**src/rtl/zotl_pkg.sv**
```systemverilog
// ----------------------------------------------------------------------------
// Zone offset transition lookup package
// Shared widths, request kinds, register indexes and helper functions.
// ----------------------------------------------------------------------------
`default_nettype none

package zotl_pkg;

  // Default number of entries in each transition table.
  localparam int unsigned DEPTH_DEFAULT = 256;

  // Field widths.
  localparam int unsigned INST_W     = 64;
  localparam int unsigned OFFS_W     = 17;
  localparam int unsigned DST_W      = 18;
  localparam int unsigned CNT_W      = 9;
  localparam int unsigned KIND_W     = 2;
  localparam int unsigned IDX_W      = 8;
  localparam int unsigned REG_ADDR_W = 4;
  localparam int unsigned REG_DATA_W = 32;

  // Request kinds.
  localparam logic [KIND_W-1:0] KIND_WALL  = 2'd0;
  localparam logic [KIND_W-1:0] KIND_STD   = 2'd1;
  localparam logic [KIND_W-1:0] KIND_QUERY = 2'd2;

  // Register indexes (word address).
  localparam logic [1:0] REG_WALL_COUNT = 2'd0;
  localparam logic [1:0] REG_STD_COUNT  = 2'd1;
  localparam logic [1:0] REG_BASE_WALL  = 2'd2;
  localparam logic [1:0] REG_BASE_STD   = 2'd3;

  // Largest signed 64-bit instant.
  localparam logic signed [INST_W-1:0] INSTANT_MAX = 64'sh7FFF_FFFF_FFFF_FFFF;

  // Status of the search unit as seen by the sequencer.
  typedef struct packed {
    logic done;
    logic found;
  } srch_stat_t;

  // Bits needed to address a table of the given depth.
  function automatic int unsigned addr_w(input int unsigned depth);
    return (depth > 1) ? $clog2(depth) : 1;
  endfunction

  // Bits needed to hold a count from zero up to the depth itself.
  function automatic int unsigned cnt_w(input int unsigned depth);
    return $clog2(depth + 1);
  endfunction

endpackage

`default_nettype wire

```
**src/rtl/zotl_search.sv**
```systemverilog
// ----------------------------------------------------------------------------
// Binary search unit
// Shared by all table searches. Each step reads the middle entry and
// compares it against the key; it ends on an equal entry or with the
// insertion point.
// ----------------------------------------------------------------------------
`default_nettype none

module zotl_search #(
  parameter int unsigned DEPTH = zotl_pkg::DEPTH_DEFAULT
) (
  input  logic                                  clk,
  input  logic                                  rst,
  input  logic                                  start,
  input  logic [zotl_pkg::cnt_w(DEPTH)-1:0]     count,
  input  logic signed [zotl_pkg::INST_W-1:0]    key,
  output logic                                  rd_en,
  output logic [zotl_pkg::addr_w(DEPTH)-1:0]    rd_addr,
  input  logic signed [zotl_pkg::INST_W-1:0]    rd_instant,
  output zotl_pkg::srch_stat_t                  stat,
  output logic [zotl_pkg::cnt_w(DEPTH)-1:0]     pos
);
  import zotl_pkg::*;

  localparam int unsigned AW = addr_w(DEPTH);
  localparam int unsigned CW = cnt_w(DEPTH);

  typedef enum logic [3:0] {
    SR_IDLE = 4'b0001,
    SR_TEST = 4'b0010,
    SR_CMP  = 4'b0100,
    SR_DONE = 4'b1000
  } sr_state_t;

  sr_state_t                 state, state_next;
  logic [CW-1:0]             lo, lo_next;
  logic [CW-1:0]             hi1, hi1_next;
  logic [CW-1:0]             count_r;
  logic [AW-1:0]             mid;
  logic signed [INST_W-1:0]  key_r;
  logic                      found, found_next;
  logic [CW-1:0]             pos_next;
  logic [CW:0]               mid_sum;
  logic                      key_lt;
  logic                      key_eq;

  // Middle of the open range [lo, hi1).
  assign mid_sum = {1'b0, lo} + {1'b0, hi1} - (CW+1)'(1);
  assign rd_en   = (state == SR_TEST) && (lo < hi1);
  assign rd_addr = AW'(mid_sum >> 1);

  // The shared compare unit.
  assign key_lt = rd_instant < key_r;
  assign key_eq = rd_instant == key_r;

  // Step control.
  always_comb begin
    state_next = state;
    lo_next    = lo;
    hi1_next   = hi1;
    found_next = found;
    pos_next   = pos;
    case (state)
      SR_IDLE: begin
        if (start) begin
          lo_next    = '0;
          hi1_next   = count;
          found_next = 1'b0;
          state_next = SR_TEST;
        end
      end
      SR_TEST: begin
        if (lo < hi1) begin
          state_next = SR_CMP;
        end else begin
          pos_next   = lo;
          state_next = SR_DONE;
        end
      end
      SR_CMP: begin
        if (key_eq) begin
          found_next = 1'b1;
          pos_next   = CW'(mid);
          state_next = SR_DONE;
        end else if (key_lt) begin
          lo_next    = CW'(mid) + CW'(1);
          state_next = SR_TEST;
        end else begin
          hi1_next   = CW'(mid);
          state_next = SR_TEST;
        end
      end
      SR_DONE: begin
        state_next = SR_IDLE;
      end
      default: begin
        state_next = SR_IDLE;
      end
    endcase
  end

  // State and range registers.
  always_ff @(posedge clk) begin
    if (rst) begin
      state <= SR_IDLE;
      found <= 1'b0;
    end else begin
      state <= state_next;
      found <= found_next;
    end
    lo  <= lo_next;
    hi1 <= hi1_next;
    pos <= pos_next;
    if (state == SR_IDLE && start) begin
      key_r   <= key;
      count_r <= count;
    end
    if (rd_en) begin
      mid <= rd_addr;
    end
  end

  assign stat.done  = (state == SR_DONE);
  assign stat.found = found;

  // The entry under compare lies inside the remaining range.
  assert property (@(posedge clk) disable iff (rst)
    (state == SR_CMP) |-> (CW'(mid) < hi1) && (CW'(mid) >= lo))
    else $error("search compare outside the open range");

  // A finished search points no further than one past the last entry.
  assert property (@(posedge clk) disable iff (rst)
    stat.done |-> (pos <= count_r))
    else $error("search position beyond the entry count");

endmodule

`default_nettype wire

```
**config.mk**
```make
export PLATFORM = sky130hd
export DESIGN_NAME = zotl_search
export DESIGN_NICKNAME = d
export VERILOG_FILES = /design/src/rtl/zotl_pkg.sv /design/src/rtl/zotl_search.sv
export SDC_FILE = /design/constraint.sdc
export NUM_CORES = 1
export LEC_CHECK = 0
export ABC_AREA = 1
export BUFFER_PORTS_ARGS = -buffer_cell sky130_fd_sc_hd__buf_2
export CAP_MARGIN = 15
export CORE_AREA = 2 2 107 109
export CTS_CLUSTER_DIAMETER = 200
export DETAILED_ROUTE_END_ITERATION = 10
export DIE_AREA = 0 0 109 111
export PLACE_DENSITY_LB_ADDON = 0.05
export SLEW_MARGIN = 20
export SYNTH_ARGS = -nofsm -noshare
export SYNTH_HDL_FRONTEND = slang
export SYNTH_SLANG_ARGS = --single-unit
```
**constraint.sdc**
```tcl
create_clock -name clk -period 7.61 [get_ports clk]
set_input_delay 0.761 -clock clk [delete_from_list [all_inputs] [get_ports clk]]
set_output_delay 0.761 -clock clk [all_outputs]
set_load 0.1 [all_outputs]
```
* Yosys cells after proc, flatten, opt, wreduce, memory -nomap -nowiden
Cells that the tools add are included.
Widths: inputs -> output; s select.
** Operators by class
- $mul :: 0
- Add/sub/neg operators :: 3
- $lt $le $gt $ge :: 2
- Equal/unequal tests :: 11
- Reduce and logical (&&, ||, !) cells :: 8
- Div/mod/pow operators :: 0
- Bitwise logic cells :: 0
- Muxes and demuxes :: 18
- Shift operators :: 0
** Operator list (number)
- $mux 9 :: 8
- $eq 64x64->1 :: 1
- $lt 64x64->1 :: 1
- $pmux 9 s2 :: 3
- $mux 4 :: 3
- $ne 2x2->1 const B :: 6
- $pmux 4 s3 :: 1
- $add 8x1->9 const B :: 1
- $add 9x9->9 :: 1
- $lt 9x9->1 :: 1
- $sub 9x1->9 const B :: 1
- $reduce_and 4->1 :: 2
- $reduce_and 3->1 :: 2
- $eq 4x1->1 const B :: 1
- $eq 4x2->1 const B :: 1
- $eq 4x3->1 const B :: 1
- $eq 4x4->1 const B :: 1
- $reduce_bool 2->1 :: 2
- $logic_and 1x1->1 :: 2
- $mux 1 :: 2
- $pmux 1 s2 :: 1
** Storage, ports and cells
- Memories kept :: 0
- ROM bits :: 0
- Output and inout bits :: 20
- Latch bits :: 0
- Register bits :: 104
- Bits in writable memories :: 0
- Logic and storage cells :: 49

* Longest topological paths before layout
- Depth in word-level cells :: 4
- Gate-level depth with buffers :: 18
- Mapped depth without buffers :: 18

* Worst setup path after synthesis
No wires, ideal clock.
- Path type :: input -> register
- Start :: input start
- End :: register lo[0] (enable)
- Arrival time :: 4.322 ns
- Cell stages on the path :: 4
- Buffers on the path :: 0
- Data required time :: 7.229 ns
- Path slack :: 2.908 ns
- Path through :: inv_1 > nor2_1 > a21oi_1 > a31oi_1
** Between the ends
- Cells in the longest elaborated chain, start to end :: 2
** RTL lines
- start: declaration :: RTL line zotl_search.sv:14 : input logic start,
- $ne 2x2->1 (no line)
- $reduce_and 4->1 (no line)
- end signal: assignment :: RTL line zotl_search.sv:111 : lo <= lo_next;
- end: declaration :: RTL line zotl_search.sv:36 : logic [CW-1:0] lo, lo_next;
No other way between the ends.
A chain may end at the register's enable or synchronous reset.

* Worst setup path after layout
- Start :: register lo[3]
- End :: output rd_addr[7] (netlist name)
** Between the ends
- Cells in the longest elaborated chain, start to end :: 2
** RTL lines
- $add 9x9->9 :: RTL line zotl_search.sv:48 : assign mid_sum = {1'b0, lo} + {1'b0, hi1} - (CW+1)'(1);
- $sub 9x1->9 :: RTL line zotl_search.sv:48
- end: declaration :: RTL line zotl_search.sv:18 : output logic [zotl_pkg::addr_w(DEPTH)-1:0] rd_addr,
No other way between the ends.

==> flow_summary.ini <==
[worst_setup_path]
ff2ff_setup_slack_ps = 4900
r2r-end = hi1[6]
crit_chain = inv_1, ha_1, inv_1, ha_1, a21oi_1, nand2_1, a21o_1, a21oi_1, o21ai_0, a21oi_1, xor2_1, buf_2
required_ps = 6850
cp-end-kind = primary output
reg2reg_depth = 12
cp_num_buf_inv = 3
crit_family = compound AO/OA/AOI/OAI gates
critPathLaunchType = flop
rr_startpoint = key_r[47]
arrival_ps = 3110
path_class = reg2out
slowest_delay_ps = 470
crit_top_cell = a21oi_1
cp_slowest_cell = buf_2
worstPathMaxFanout = 4

[timing]
final.min_clock_period_ps = 3870
tightest_slew_ps = 1020
tns_ps = 0
finClkSkew_ps = 9.84
hold_viol_final = 0
period_share = 0.509
maxSlewHeadroom = 0.318
report.final.setup_viol = 0
max_freq_ghz = 0.258
rsz0062_at_grt = no
drv_slew = 0

[synth]
synthCells = 579
synth.distinct_cells = 33
synth.avg_cell_area_um2 = 10.2
dominantRegCellSynth = edfxtp_1
yosys_warnings = 0
async_flop_share = 0
synth-edff-count = 99
syn-cell-area_um2 = 5910
ys_seq_area_frac = 0.520
synth_nets = 807
synth.ff_latch_count = 104

[clocking]
cts_buffer_depth = 2
cts-root-buf = clkbuf_16
cts_setup_buffers = 0
cts_resized = 0
numCtsBuffers = 9
clk_pin_slew_ps = 70
ctsHtreeMaxLevel = 3
cts_tree = yes
cts.sinks = 104
holdBufCountCts = 0
clkLatencyLatePin_ps = 350

[detailed_routing]
wl_met3_um = 872
wl_met2_um = 6060
drt_iter0_markers = 150
drc = 0
firstDrtPassIters = 4
ant_nets = 0
maxUsedRoutingLayer = met4
vias_per_cell = 4.89
routedWlPerCell_um = 13.4
dr_total_vias = 4368
wl_um = 12000
drt-met1-wl_um = 4850

[power_and_ir_drop]
switching_share = 0.342
power.share.clock = 0.287
p_sw_uw = 574
peakVddDrop_mv = 0.185
power_mw = 1.68
comb_power_share = 0.296
p_int_mw = 1.10
power_density_nw_per_um2 = 233
p_seq_frac = 0.417
p_leak_nw = 3.62

[min_path]
hold_class = reg2reg
min_from = found
hold_depth = 2
min_to = found

[floorplan]
start_util = 0.534
rows = 39
die_h_um = 111
die_x_um = 109
ios = 160
core_um2 = 11100
die_area_um2 = 12100

[placement]
gp_congestion = 0.858
dp_hpwl_um = 9530
port_buffers = 159

[global_routing]
antenna_found_initial = 0
grt_max_degree = 65
grt_usage = 0.210
first_global_vias = 4384
grt_pass1_wl_um = 19400
grt_overflow = 0

[cells_and_area]
diodes = 0
drive_above_1_share = 0.245
finalNetCount = 975
syn2layout_area_growth_pct = 21.8

[run]
maxCapViolations = 0

[outcome]
status = completed
-- worst min-delay path: stages (launching register included) --
cell     delay (ps)
dfxtp_1         320
nand2_1          60
o32ai_1          70
-- cells in the mapped netlist (3+ instances only) --
master / count / area (um^2)
a21o_1: 3 / 22.5
a21oi_1: 47 / 235
dfxtp_1: 5 / 100
edfxtp_1: 99 / 2970
ha_1: 87 / 1090
inv_1: 128 / 480
nand2_1: 102 / 383
nand3_1: 12 / 60.1
nand4_1: 5 / 31.3
nor2_1: 31 / 116
nor3_1: 7 / 35.0
nor3_4: 3 / 48.8
o21a_1: 3 / 22.5
o21ai_0: 20 / 100
xor2_1: 6 / 52.6
-- registers in the layout (all words and copies together) (netlist names) --
name / flops
found: 1
lo: 9
mid: 8
state: 4
pos: 9
key_r: 64
hi1: 9
-- layout make-up --
cell class / instances / area [um^2]
repair buffers: 161 / 811
flip-flops and latches: 104 / 3070
well taps: 143 / 179
inverters: 129 / 484
clock buffers: 12 / 236
multi-input cells: 342 / 2350
fillers: 922 / 3880
clock inverters: 3 / 67.6
-- cell families (layout without fill, tap and decap cells) --
kind of cell | after synthesis | count (layout) | synth area share
fa+ha+maj | 88 | 88 | 0.188
compound gates | 80 | 80 | 0.0739
xor+xnor | 7 | 7 | 0.0104
simple gates | 167 | 167 | 0.123
flops | 104 | 104 | 0.520
buf+inv | 133 | 305 | 0.0853
-- placed cells by master, fill, tap and decap left out, drive strengths merged --
cell,count
buf,161
inv,129
nand2,102
edfxtp,99
ha,87
a21oi,48
nor2,31
o21ai,20
nand3,14
clkbuf,12
nor3,10
xor2,6
nand4,5
dfxtp,5
a21o,3
o21a,3
nor4,2
bufinv,2
or2,1
o31ai,1
o2111ai,1
xnor2,1
o21bai,1
a31oi,1
a31o,1
and3,1
nor3b,1
o32ai,1
fa,1
clkinvlp,1
-- through the flow --
stage | cells | setup slack (ps) | hold slack [ps] | area (um^2) | utilization
global placement | 879 | 4240 | 478 | 6890 | 0.622
CTS | 894 | 3750 | 491 | 7190 | 0.649
floorplan | 579 | 2910 | 457 | 5910 | -
finish | 894 | 3740 | 499 | 7200 | 0.650
global route | 894 | 3520 | 523 | 7200 | 0.650
detailed placement | 879 | 4120 | 479 | 6890 | 0.622
-- routing by layer --
layer | vias up | track usage
li1 | 2265 | -
met1 | 1959 | 0.248
met2 | 132 | 0.364
met3 | 12 | 0.0564
met4 | 0 | 0.0735
met5 | - | 0
-- how the worst max path moves through the flow --
stage | startpoint | to | slack [ps] | cells after the start
finish | lo[3] | rd_addr[7] | 3740 | 12
global route | lo[3] | rd_addr[7] | 3520 | 12
CTS | lo[1] | rd_addr[6] | 3750 | 11
detailed placement | lo[1] | rd_addr[6] | 4120 | 11
global placement | lo[1] | rd_addr[6] | 4240 | 11
floorplan | start | lo[0] | 2910 | 4
-- power groups by stage --
stage	sequential [mW]	combinational (mW)	clock, mW
3_5_place_dp	0.713	0.495	0
5_1_grt	0.704	0.543	0.516
2_1_floorplan	0.716	0.374	0
3_3_place_gp	0.711	0.482	0
6_report	0.700	0.496	0.482
4_1_cts	0.700	0.499	0.494
Note: power is estimated with default switching activity, not from simulation.
